--- src/hw/rtl/jss_pkg.sv ---
// Shared types and constants for the JSON structural scanner.
// Used by json_structural_scanner and its checker. No dependencies.
package jss_pkg;

    // Nesting limit; the depth counter is eight bits wide
    localparam int MAX_DEPTH     = 255;
    localparam int DEPTH_CAP_INT = (MAX_DEPTH < 255) ? MAX_DEPTH : 255;
    localparam logic [7:0] DEPTH_CAP = DEPTH_CAP_INT[7:0];

    // Characters the scanner reacts to
    localparam logic [7:0] CH_LBRACE    = 8'h7B; // {
    localparam logic [7:0] CH_RBRACE    = 8'h7D; // }
    localparam logic [7:0] CH_LBRACKET  = 8'h5B; // [
    localparam logic [7:0] CH_RBRACKET  = 8'h5D; // ]
    localparam logic [7:0] CH_QUOTE     = 8'h22; // "
    localparam logic [7:0] CH_BACKSLASH = 8'h5C;
    localparam logic [7:0] CH_LOWER_T   = 8'h74;
    localparam logic [7:0] CH_UPPER_T   = 8'h54;
    localparam logic [7:0] CH_LOWER_F   = 8'h66;
    localparam logic [7:0] CH_UPPER_F   = 8'h46;
    localparam logic [7:0] CH_LOWER_E   = 8'h65;
    localparam logic [7:0] CH_UPPER_E   = 8'h45;
    localparam logic [7:0] CH_LOWER_R   = 8'h72;
    localparam logic [7:0] CH_LOWER_U   = 8'h75;
    localparam logic [7:0] CH_LOWER_A   = 8'h61;
    localparam logic [7:0] CH_LOWER_L   = 8'h6C;
    localparam logic [7:0] CH_LOWER_S   = 8'h73;
    localparam logic [7:0] CH_DIGIT_0   = 8'h30;
    localparam logic [7:0] CH_DIGIT_9   = 8'h39;
    localparam logic [7:0] CH_MINUS     = 8'h2D;
    localparam logic [7:0] CH_PLUS      = 8'h2B;
    localparam logic [7:0] CH_POINT     = 8'h2E;
    localparam logic [7:0] CH_SPACE     = 8'h20;
    localparam logic [7:0] CH_NEWLINE   = 8'h0A;
    localparam logic [7:0] CH_RETURN    = 8'h0D;
    localparam logic [7:0] CH_TAB       = 8'h09;
    localparam logic [7:0] CH_COLON     = 8'h3A;
    localparam logic [7:0] CH_COMMA     = 8'h2C;
    localparam logic [7:0] CH_NUL       = 8'h00;
    localparam logic [7:0] CASE_FOLD    = 8'h20;

    localparam logic [2:0] TRUE_LEN  = 3'd3;
    localparam logic [2:0] FALSE_LEN = 3'd4;

    typedef enum logic [2:0] {
        EV_NONE     = 3'd0,
        EV_START    = 3'd1,
        EV_END      = 3'd2,
        EV_CLOSE    = 3'd3,
        EV_UNTERM   = 3'd4,
        EV_BAD_BOOL = 3'd5,
        EV_DEPTH    = 3'd6
    } event_kind_t;

    typedef enum logic [2:0] {
        K_OBJECT  = 3'd0,
        K_ARRAY   = 3'd1,
        K_STRING  = 3'd2,
        K_BOOL    = 3'd3,
        K_NUMBER  = 3'd4,
        K_UNKNOWN = 3'd5
    } value_kind_t;

    typedef enum logic [4:0] {
        MODE_BETWEEN = 5'b00001,
        MODE_STRING  = 5'b00010,
        MODE_TRUE    = 5'b00100,
        MODE_FALSE   = 5'b01000,
        MODE_NUMBER  = 5'b10000
    } scan_mode_t;

endpackage

--- src/hw/rtl/json_structural_scanner.sv ---
// JSON structural scanner: one byte in, one structural result out.
// Depends on jss_pkg.
//
//   channel   dir  width  contents (low bit first)
//   s_*       in   8      in_byte
//   m_*       out  16     event_kind[2:0], value_kind[5:3], nest_level[13:6],
//                         bool_result[14], zero[15]
//
// One byte per clock sustained while m_tready holds high; each request is
// registered in the input register and then in the result register, with the
// scan state update computed combinationally between the two.
// rst_n clears both stage valids and returns the scanner to between values.
// A stalled output holds its result; the input register still takes one more
// request, and s_tready drops only while both stages are full and m_tready is low.
module json_structural_scanner
    import jss_pkg::*;
(
    input  logic        clk,
    input  logic        rst_n,
    input  logic        s_tvalid,
    output logic        s_tready,
    input  logic [7:0]  s_tdata,   // in_byte[7:0]
    output logic        m_tvalid,
    input  logic        m_tready,
    output logic [15:0] m_tdata    // event_kind[2:0], value_kind[5:3], nest_level[13:6],
                                   // bool_result[14], zero[15]
);

    // Input stage
    logic       in_valid_reg, in_valid_next;
    logic [7:0] in_byte_reg;

    // Result stage
    logic        out_valid_reg, out_valid_next;
    event_kind_t out_event_reg, out_event_next;
    value_kind_t out_kind_reg, out_kind_next;
    logic [7:0]  out_nest_reg, out_nest_next;
    logic        out_bool_reg, out_bool_next;

    // Scan state
    scan_mode_t  mode_reg, mode_next;
    logic [2:0]  lit_reg, lit_next;
    logic        esc_reg, esc_next;
    logic [7:0]  nest_reg, nest_next;
    value_kind_t cur_reg, cur_next;
    logic        latch_reg, latch_next;

    // Process the held byte whenever the result stage is free or draining
    logic advance;
    assign advance  = in_valid_reg && (!out_valid_reg || m_tready);
    assign s_tready = !in_valid_reg || advance;

    // Next expected character of a true/false literal; zero when past the end
    function automatic logic [7:0] want_char(input logic is_t, input logic [2:0] idx);
        logic [7:0] w;
        w = CH_NUL;
        if (is_t)
        begin
            case (idx)
                3'd1:    w = CH_LOWER_R;
                3'd2:    w = CH_LOWER_U;
                3'd3:    w = CH_LOWER_E;
                default: w = CH_NUL;
            endcase
        end
        else
        begin
            case (idx)
                3'd1:    w = CH_LOWER_A;
                3'd2:    w = CH_LOWER_L;
                3'd3:    w = CH_LOWER_S;
                3'd4:    w = CH_LOWER_E;
                default: w = CH_NUL;
            endcase
        end
        return w;
    endfunction

    logic        b_digit, b_space, b_num_char, b_num_start;
    logic        run_between, number_end;
    event_kind_t ev, bw_ev;
    value_kind_t kind, bw_kind;
    logic        bres;
    logic        lit_is_t;
    logic [2:0]  lit_len, lit_plus;
    logic [7:0]  lit_want;

    assign b_digit     = (in_byte_reg >= CH_DIGIT_0) && (in_byte_reg <= CH_DIGIT_9);
    assign b_space     = (in_byte_reg == CH_SPACE) || (in_byte_reg == CH_NEWLINE)
                      || (in_byte_reg == CH_RETURN) || (in_byte_reg == CH_TAB);
    assign b_num_start = b_digit || (in_byte_reg == CH_MINUS) || (in_byte_reg == CH_PLUS);
    assign b_num_char  = b_num_start || (in_byte_reg == CH_POINT)
                      || (in_byte_reg == CH_LOWER_E) || (in_byte_reg == CH_UPPER_E);

    assign lit_is_t = (mode_reg == MODE_TRUE);
    assign lit_len  = lit_is_t ? TRUE_LEN : FALSE_LEN;
    assign lit_want = want_char(lit_is_t, lit_reg);
    assign lit_plus = lit_reg + 3'd1;

    always_comb
    begin
        mode_next   = mode_reg;
        lit_next    = lit_reg;
        esc_next    = esc_reg;
        nest_next   = nest_reg;
        cur_next    = cur_reg;
        latch_next  = latch_reg;
        ev          = EV_NONE;
        kind        = K_UNKNOWN;
        bres        = 1'b0;
        run_between = 1'b0;
        number_end  = 1'b0;
        bw_ev       = EV_NONE;
        bw_kind     = K_UNKNOWN;

        case (mode_reg)
            MODE_STRING:
            begin
                kind = K_STRING;
                if (in_byte_reg == CH_NUL)
                begin
                    // Document ended inside a string
                    ev        = EV_UNTERM;
                    mode_next = MODE_BETWEEN;
                    esc_next  = 1'b0;
                    cur_next  = K_UNKNOWN;
                end
                else if (esc_reg)
                begin
                    esc_next = 1'b0;
                end
                else if (in_byte_reg == CH_BACKSLASH)
                begin
                    esc_next = 1'b1;
                end
                else if (in_byte_reg == CH_QUOTE)
                begin
                    ev        = EV_END;
                    mode_next = MODE_BETWEEN;
                    cur_next  = K_UNKNOWN;
                end
            end
            MODE_TRUE, MODE_FALSE:
            begin
                kind = K_BOOL;
                if ((lit_want != CH_NUL) && ((in_byte_reg | CASE_FOLD) == lit_want))
                begin
                    lit_next = lit_plus;
                    if (lit_plus > lit_len)
                    begin
                        ev        = EV_END;
                        bres      = latch_reg;
                        mode_next = MODE_BETWEEN;
                        lit_next  = 3'd0;
                        cur_next  = K_UNKNOWN;
                    end
                end
                else
                begin
                    ev        = EV_BAD_BOOL;
                    mode_next = MODE_BETWEEN;
                    lit_next  = 3'd0;
                    cur_next  = K_UNKNOWN;
                end
            end
            MODE_NUMBER:
            begin
                if (b_num_char)
                begin
                    kind = K_NUMBER;
                end
                else
                begin
                    // Terminating byte is also scanned as between values
                    run_between = 1'b1;
                    number_end  = 1'b1;
                    mode_next   = MODE_BETWEEN;
                    cur_next    = K_UNKNOWN;
                end
            end
            default:
            begin
                run_between = 1'b1;
                mode_next   = MODE_BETWEEN;
            end
        endcase

        if (run_between)
        begin
            if ((in_byte_reg == CH_LBRACE) || (in_byte_reg == CH_LBRACKET))
            begin
                bw_kind = (in_byte_reg == CH_LBRACE) ? K_OBJECT : K_ARRAY;
                if (nest_reg >= DEPTH_CAP)
                begin
                    bw_ev    = EV_DEPTH;
                    cur_next = K_UNKNOWN;
                end
                else
                begin
                    bw_ev     = EV_START;
                    nest_next = nest_reg + 8'd1;
                    cur_next  = bw_kind;
                end
            end
            else if ((in_byte_reg == CH_RBRACE) || (in_byte_reg == CH_RBRACKET))
            begin
                bw_kind  = (in_byte_reg == CH_RBRACE) ? K_OBJECT : K_ARRAY;
                cur_next = K_UNKNOWN;
                if (nest_reg == 8'd0)
                begin
                    bw_ev = EV_DEPTH;
                end
                else
                begin
                    bw_ev     = EV_CLOSE;
                    nest_next = nest_reg - 8'd1;
                end
            end
            else if (in_byte_reg == CH_QUOTE)
            begin
                mode_next = MODE_STRING;
                esc_next  = 1'b0;
                cur_next  = K_STRING;
                bw_kind   = K_STRING;
                bw_ev     = EV_START;
            end
            else if ((in_byte_reg == CH_LOWER_T) || (in_byte_reg == CH_UPPER_T)
                  || (in_byte_reg == CH_LOWER_F) || (in_byte_reg == CH_UPPER_F))
            begin
                latch_next = (in_byte_reg == CH_LOWER_T) || (in_byte_reg == CH_UPPER_T);
                mode_next  = latch_next ? MODE_TRUE : MODE_FALSE;
                lit_next   = 3'd1;
                cur_next   = K_BOOL;
                bw_kind    = K_BOOL;
                bw_ev      = EV_START;
            end
            else if (b_num_start)
            begin
                mode_next = MODE_NUMBER;
                cur_next  = K_NUMBER;
                bw_kind   = K_NUMBER;
                bw_ev     = EV_START;
            end
            else
            begin
                // Separators and NUL leave the current kind alone
                if (!(b_space || (in_byte_reg == CH_COLON) || (in_byte_reg == CH_COMMA)
                      || (in_byte_reg == CH_NUL)))
                begin
                    cur_next = K_UNKNOWN;
                end
                bw_kind = cur_next;
                bw_ev   = EV_NONE;
            end

            // A number end reports the number unless its byte hit a depth error
            if (number_end)
            begin
                if (bw_ev == EV_DEPTH)
                begin
                    ev   = EV_DEPTH;
                    kind = bw_kind;
                end
                else
                begin
                    ev   = EV_END;
                    kind = K_NUMBER;
                end
            end
            else
            begin
                ev   = bw_ev;
                kind = bw_kind;
            end
        end
    end

    always_comb
    begin
        in_valid_next = in_valid_reg;
        if (s_tvalid && s_tready)
        begin
            in_valid_next = 1'b1;
        end
        else if (advance)
        begin
            in_valid_next = 1'b0;
        end

        out_valid_next = out_valid_reg;
        if (advance)
        begin
            out_valid_next = 1'b1;
        end
        else if (m_tready)
        begin
            out_valid_next = 1'b0;
        end

        out_event_next = ev;
        out_kind_next  = kind;
        out_nest_next  = nest_next;
        out_bool_next  = bres;
    end

    // Control state and scan state
    always_ff @(posedge clk or negedge rst_n)
    begin
        if (!rst_n)
        begin
            in_valid_reg  <= 1'b0;
            out_valid_reg <= 1'b0;
            mode_reg      <= MODE_BETWEEN;
            lit_reg       <= 3'd0;
            esc_reg       <= 1'b0;
            nest_reg      <= 8'd0;
            cur_reg       <= K_UNKNOWN;
            latch_reg     <= 1'b0;
        end
        else
        begin
            in_valid_reg  <= in_valid_next;
            out_valid_reg <= out_valid_next;
            if (advance)
            begin
                mode_reg  <= mode_next;
                lit_reg   <= lit_next;
                esc_reg   <= esc_next;
                nest_reg  <= nest_next;
                cur_reg   <= cur_next;
                latch_reg <= latch_next;
            end
        end
    end

    // Payload registers
    always_ff @(posedge clk)
    begin
        if (s_tvalid && s_tready)
        begin
            in_byte_reg <= s_tdata;
        end
        if (advance)
        begin
            out_event_reg <= out_event_next;
            out_kind_reg  <= out_kind_next;
            out_nest_reg  <= out_nest_next;
            out_bool_reg  <= out_bool_next;
        end
    end

    assign m_tvalid = out_valid_reg;
    assign m_tdata  = {1'b0, out_bool_reg, out_nest_reg, out_kind_reg, out_event_reg};

endmodule

--- config.mk ---
export PLATFORM = sky130hd
export DESIGN_NAME = json_structural_scanner
export DESIGN_NICKNAME = d
export VERILOG_FILES = /design/src/hw/rtl/jss_pkg.sv /design/src/hw/rtl/json_structural_scanner.sv
export SDC_FILE = /design/constraint.sdc
export NUM_CORES = 1
export LEC_CHECK = 0
export ABC_AREA = 0
export BUFFER_PORTS_ARGS = -buffer_cell sky130_fd_sc_hd__buf_2
export CAP_MARGIN = 20
export CELL_PAD_IN_SITES_DETAIL_PLACEMENT = 1
export CELL_PAD_IN_SITES_GLOBAL_PLACEMENT = 2
export CORE_MARGIN = 2
export CORE_UTILIZATION = 38
export DETAILED_ROUTE_END_ITERATION = 12
export PLACE_DENSITY = 0.78
export SLEW_MARGIN = 40
export SYNTH_ARGS = -nofsm -noshare
export SYNTH_HDL_FRONTEND = slang
export SYNTH_SLANG_ARGS = --single-unit
export TNS_END_PERCENT = 50
--- constraint.sdc ---
create_clock -name clk -period 3.9 [get_ports clk]
set_clock_uncertainty 0.2 [all_clocks]
set_input_delay 0.975 -clock clk [delete_from_list [all_inputs] [get_ports clk]]
set_output_delay 0.975 -clock clk [all_outputs]
set_load 0.005 [all_outputs]
==> results.sh <==
export IMPL_track_usage_pct=19.69
export IMPL_antenna_found_initial=0
export IMPL_cts_buffer_depth=2
export IMPL_status="finished clean"
export IMPL_p_int_w=0.0008220
export IMPL_switching_share_pct=34.45
export IMPL_final_common_cell="nor2_1"
export IMPL_via_count=2904
export IMPL_setup_slack_ns=0.5329
export IMPL_cts_hold_buf=0
export IMPL_regArea_um2=1270
export IMPL_drt_vias_per_instance=5.914
export IMPL_period_minus_slack_ns=3.367
export IMPL_drive_gt1_share_pct=18.02
export IMPL_grt_pass1_wl_um=15350
export IMPL_postCtsSetupRepairBufs=0
export IMPL_synth_ff_type="edfxtp_1"
export IMPL_ys_warn_count=0
export IMPL_drt_iter0_markers=89
export IMPL_cts_tree="built"
export IMPL_clkPwrFrac_pct=24.0
export IMPL_route_detailed_wl_per_inst_um=18.65
export IMPL_power_switching_w=0.0004321
export IMPL_synth_area_per_cell_um2=9.195
export IMPL_arrival_ns=3.23
export IMPL_cp_required_ns=3.77
export IMPL_grt_start_max_net_pins=27
export IMPL_critical_path_class="reg -> reg"
export IMPL_ys_types=81
export IMPL_htreeDepth=2
export IMPL_layout_cells_most_common_list="nor2_1, nand2_1, buf_2"
export IMPL_die_y_um=97.85
export IMPL_drt_first_pass_iters=4
export IMPL_dp_slack_ns=0.5061
export IMPL_hold_path_class="reg -> reg"
export IMPL_hold_viol_final=0
export IMPL_synthArstFlopShare_pct=50.00
export IMPL_drv_slew=0
export IMPL_combPwrFrac_pct=25.2
export IMPL_worst_slew_pin_slew_ns=0.5761
export IMPL_placed_area_um2=3505
export IMPL_synth_edf_count=23
export IMPL_grt_pass1_vias=3076
export IMPL_power_density_nw_per_um2=349.1
export IMPL_setup_worst_path_end_class="flip-flop"
export IMPL_die_area_um2=9575
export IMPL_ir_drop_uv=183.1
export IMPL_maxCapViolations=0
export IMPL_layoutNonFillerInstCount=491
export IMPL_dp_cells=483
export IMPL_setup_violations_final=0
export IMPL_fp_row_count=34
export IMPL_detail_route_antenna_nets=0
export IMPL_ys_seq_elements=46
export IMPL_clk_latency_ns=0.31
export IMPL_yosysTopAreaCellShare_pct=20.64
export IMPL_fin_setup_tns_ns=0
export IMPL_gp_congestion=0.8740
export IMPL_ys_seq_area_share_pct=37.94
export IMPL_cts_repair_resized=0
export IMPL_n_antenna_cell=0
export IMPL_multi_input_area_um2=1854
export IMPL_overflow=0
export IMPL_start_util_pct=38.76
export IMPL_cts_buffers=5
export IMPL_crit_fanout=9
export IMPL_syn_nets=386
export IMPL_pwr_share_seq_pct=50.8
export IMPL_rsz0062_at_grt="no"
export IMPL_wl_um=9155
export IMPL_netlist_top_cells_area="edfxtp_1, dfrtp_1, nor2_1"
export IMPL_core_area_um2=8636
export IMPL_clock_sinks=46
export IMPL_fmaxAchievable_mhz=297.0
export IMPL_p_leak_nw=1.468
export IMPL_period_share_pct=86.34
export IMPL_fin_nets=404
export IMPL_io_pins=30
export IMPL_relSlewSlack_pct=60.60
export IMPL_area_growth_pct=7.327
export IMPL_fillers=1033
export IMPL_dp_final_hpwl_um=6962
export IMPL_path_clk_slew_ns=0.09
export IMPL_clock_root_buffer="clkbuf_8"
export IMPL_route_detailed_drc=0
export IMPL_yosys_area_top_type="edfxtp_1"
export IMPL_fin_area_um2=3592
export IMPL_io_buffers=28
export IMPL_die_width_um=97.85
export IMPL_synth_cells=364
export IMPL_start_kind="flip-flop"
export IMPL_synth_area_um2=3347
==> per-layer routing <==
metal  GRT usage (%)  routed length [µm]  vias to the layer above
met5               0                   0                        -
met4           5.235                 128                        0
met2           34.35                4352                       38
met1           25.64                4453                     1451
li1                -                   -                     1404
met3           2.720                 220                       11
==> logic make-up (layout without fill, tap and decap cells) <==
| logic type | count (synthesis) | count (layout) | share of synthesized area [%] |
|---|---|---|---|
| compound gates | 106 | 106 | 23.70 |
| xor+xnor | 7 | 7 | 1.832 |
| fa+ha+maj | 10 | 10 | 3.738 |
| buf+inv | 37 | 56 | 6.654 |
| flops | 46 | 46 | 37.94 |
| mux | 2 | 2 | 0.6355 |
| other cells | 1 | 1 | 0.1120 |
| simple gates | 155 | 155 | 25.38 |
==> power groups by stage <==
stage | sequential (W) | clock, W | combinational, W
after floorplan | 0.000610 | 0 | 0.000257
after global placement | 0.000645 | 0 | 0.000312
after detailed placement | 0.000646 | 0 | 0.000316
after CTS | 0.000636 | 0.000316 | 0.000319
after global routing | 0.000646 | 0.000330 | 0.000358
final | 0.000638 | 0.000301 | 0.000316
==> final timing paths <==
| check | startpoint | endpoint | slack [ns] | depth (start not counted) |
|---|---|---|---|---|
| worst max-delay path | mode_reg[1] | out_kind_reg[2] | 0.53 | 10 |
| worst min-delay path | in_valid_reg | m_tvalid | 0.31 | 1 |
| worst max register to register | mode_reg[1] | out_kind_reg[2] | 0.53 | 10 |
| worst min register to register | in_valid_reg | m_tvalid | 0.31 | 1 |
| max in group asynchronous | rst_n | esc_reg | 2.64 | 1 |
| min in group asynchronous | rst_n | nest_reg[4] | 0.46 | 1 |
==> critical path, cell delays in order (launching register included) <==
cell,delay (ns)
dfrtp_1,0.48
nor3b_2,0.38
nand2_1,0.21
ha_1,0.35
nor2b_1,0.14
o21a_1,0.16
o21ai_0,0.20
nor4bb_1,0.37
nand3_1,0.26
a211oi_2,0.30
o21ai_1,0.09
==> cell usage after synthesis (all sizes together), types with 4 or more instances <==
master  count
nor2       35
nand2      30
edfxtp     23
o21ai      23
dfrtp      20
a21oi      14
buf        14
inv        12
clkbuf     11
ha         10
nand3      10
nor3       10
and3        8
nand2b      8
a211oi      7
o22a        7
or3         7
and2        6
o31ai       6
or2         6
nand4       5
nand4b      5
o41ai       5
a21o        4
nor2b       4
nor4        4
xnor2       4
==> stage by stage <==
step	hold WS, ns	total power (W)	util, %
global placement	0.2714	0.0009578	40.58
finish	0.3079	0.001254	41.60
detailed placement	0.2743	0.0009619	40.58
global route	0.3376	0.001333	41.60
CTS	0.3070	0.001271	41.60
floorplan	0.2572	0.0008668	-
==> layout make-up <==
| class | instances | area share (%) |
|---|---|---|
| clock buffers | 5 | 1.916 |
| inverters | 12 | 1.254 |
| clock inverters | 3 | 0.5225 |
| multi-input cells | 281 | 51.62 |
| repair buffers | 36 | 5.573 |
| flip-flops and latches | 46 | 35.35 |
| well taps | 108 | 3.762 |
No activity file was read; power rests on OpenSTA's default activity.
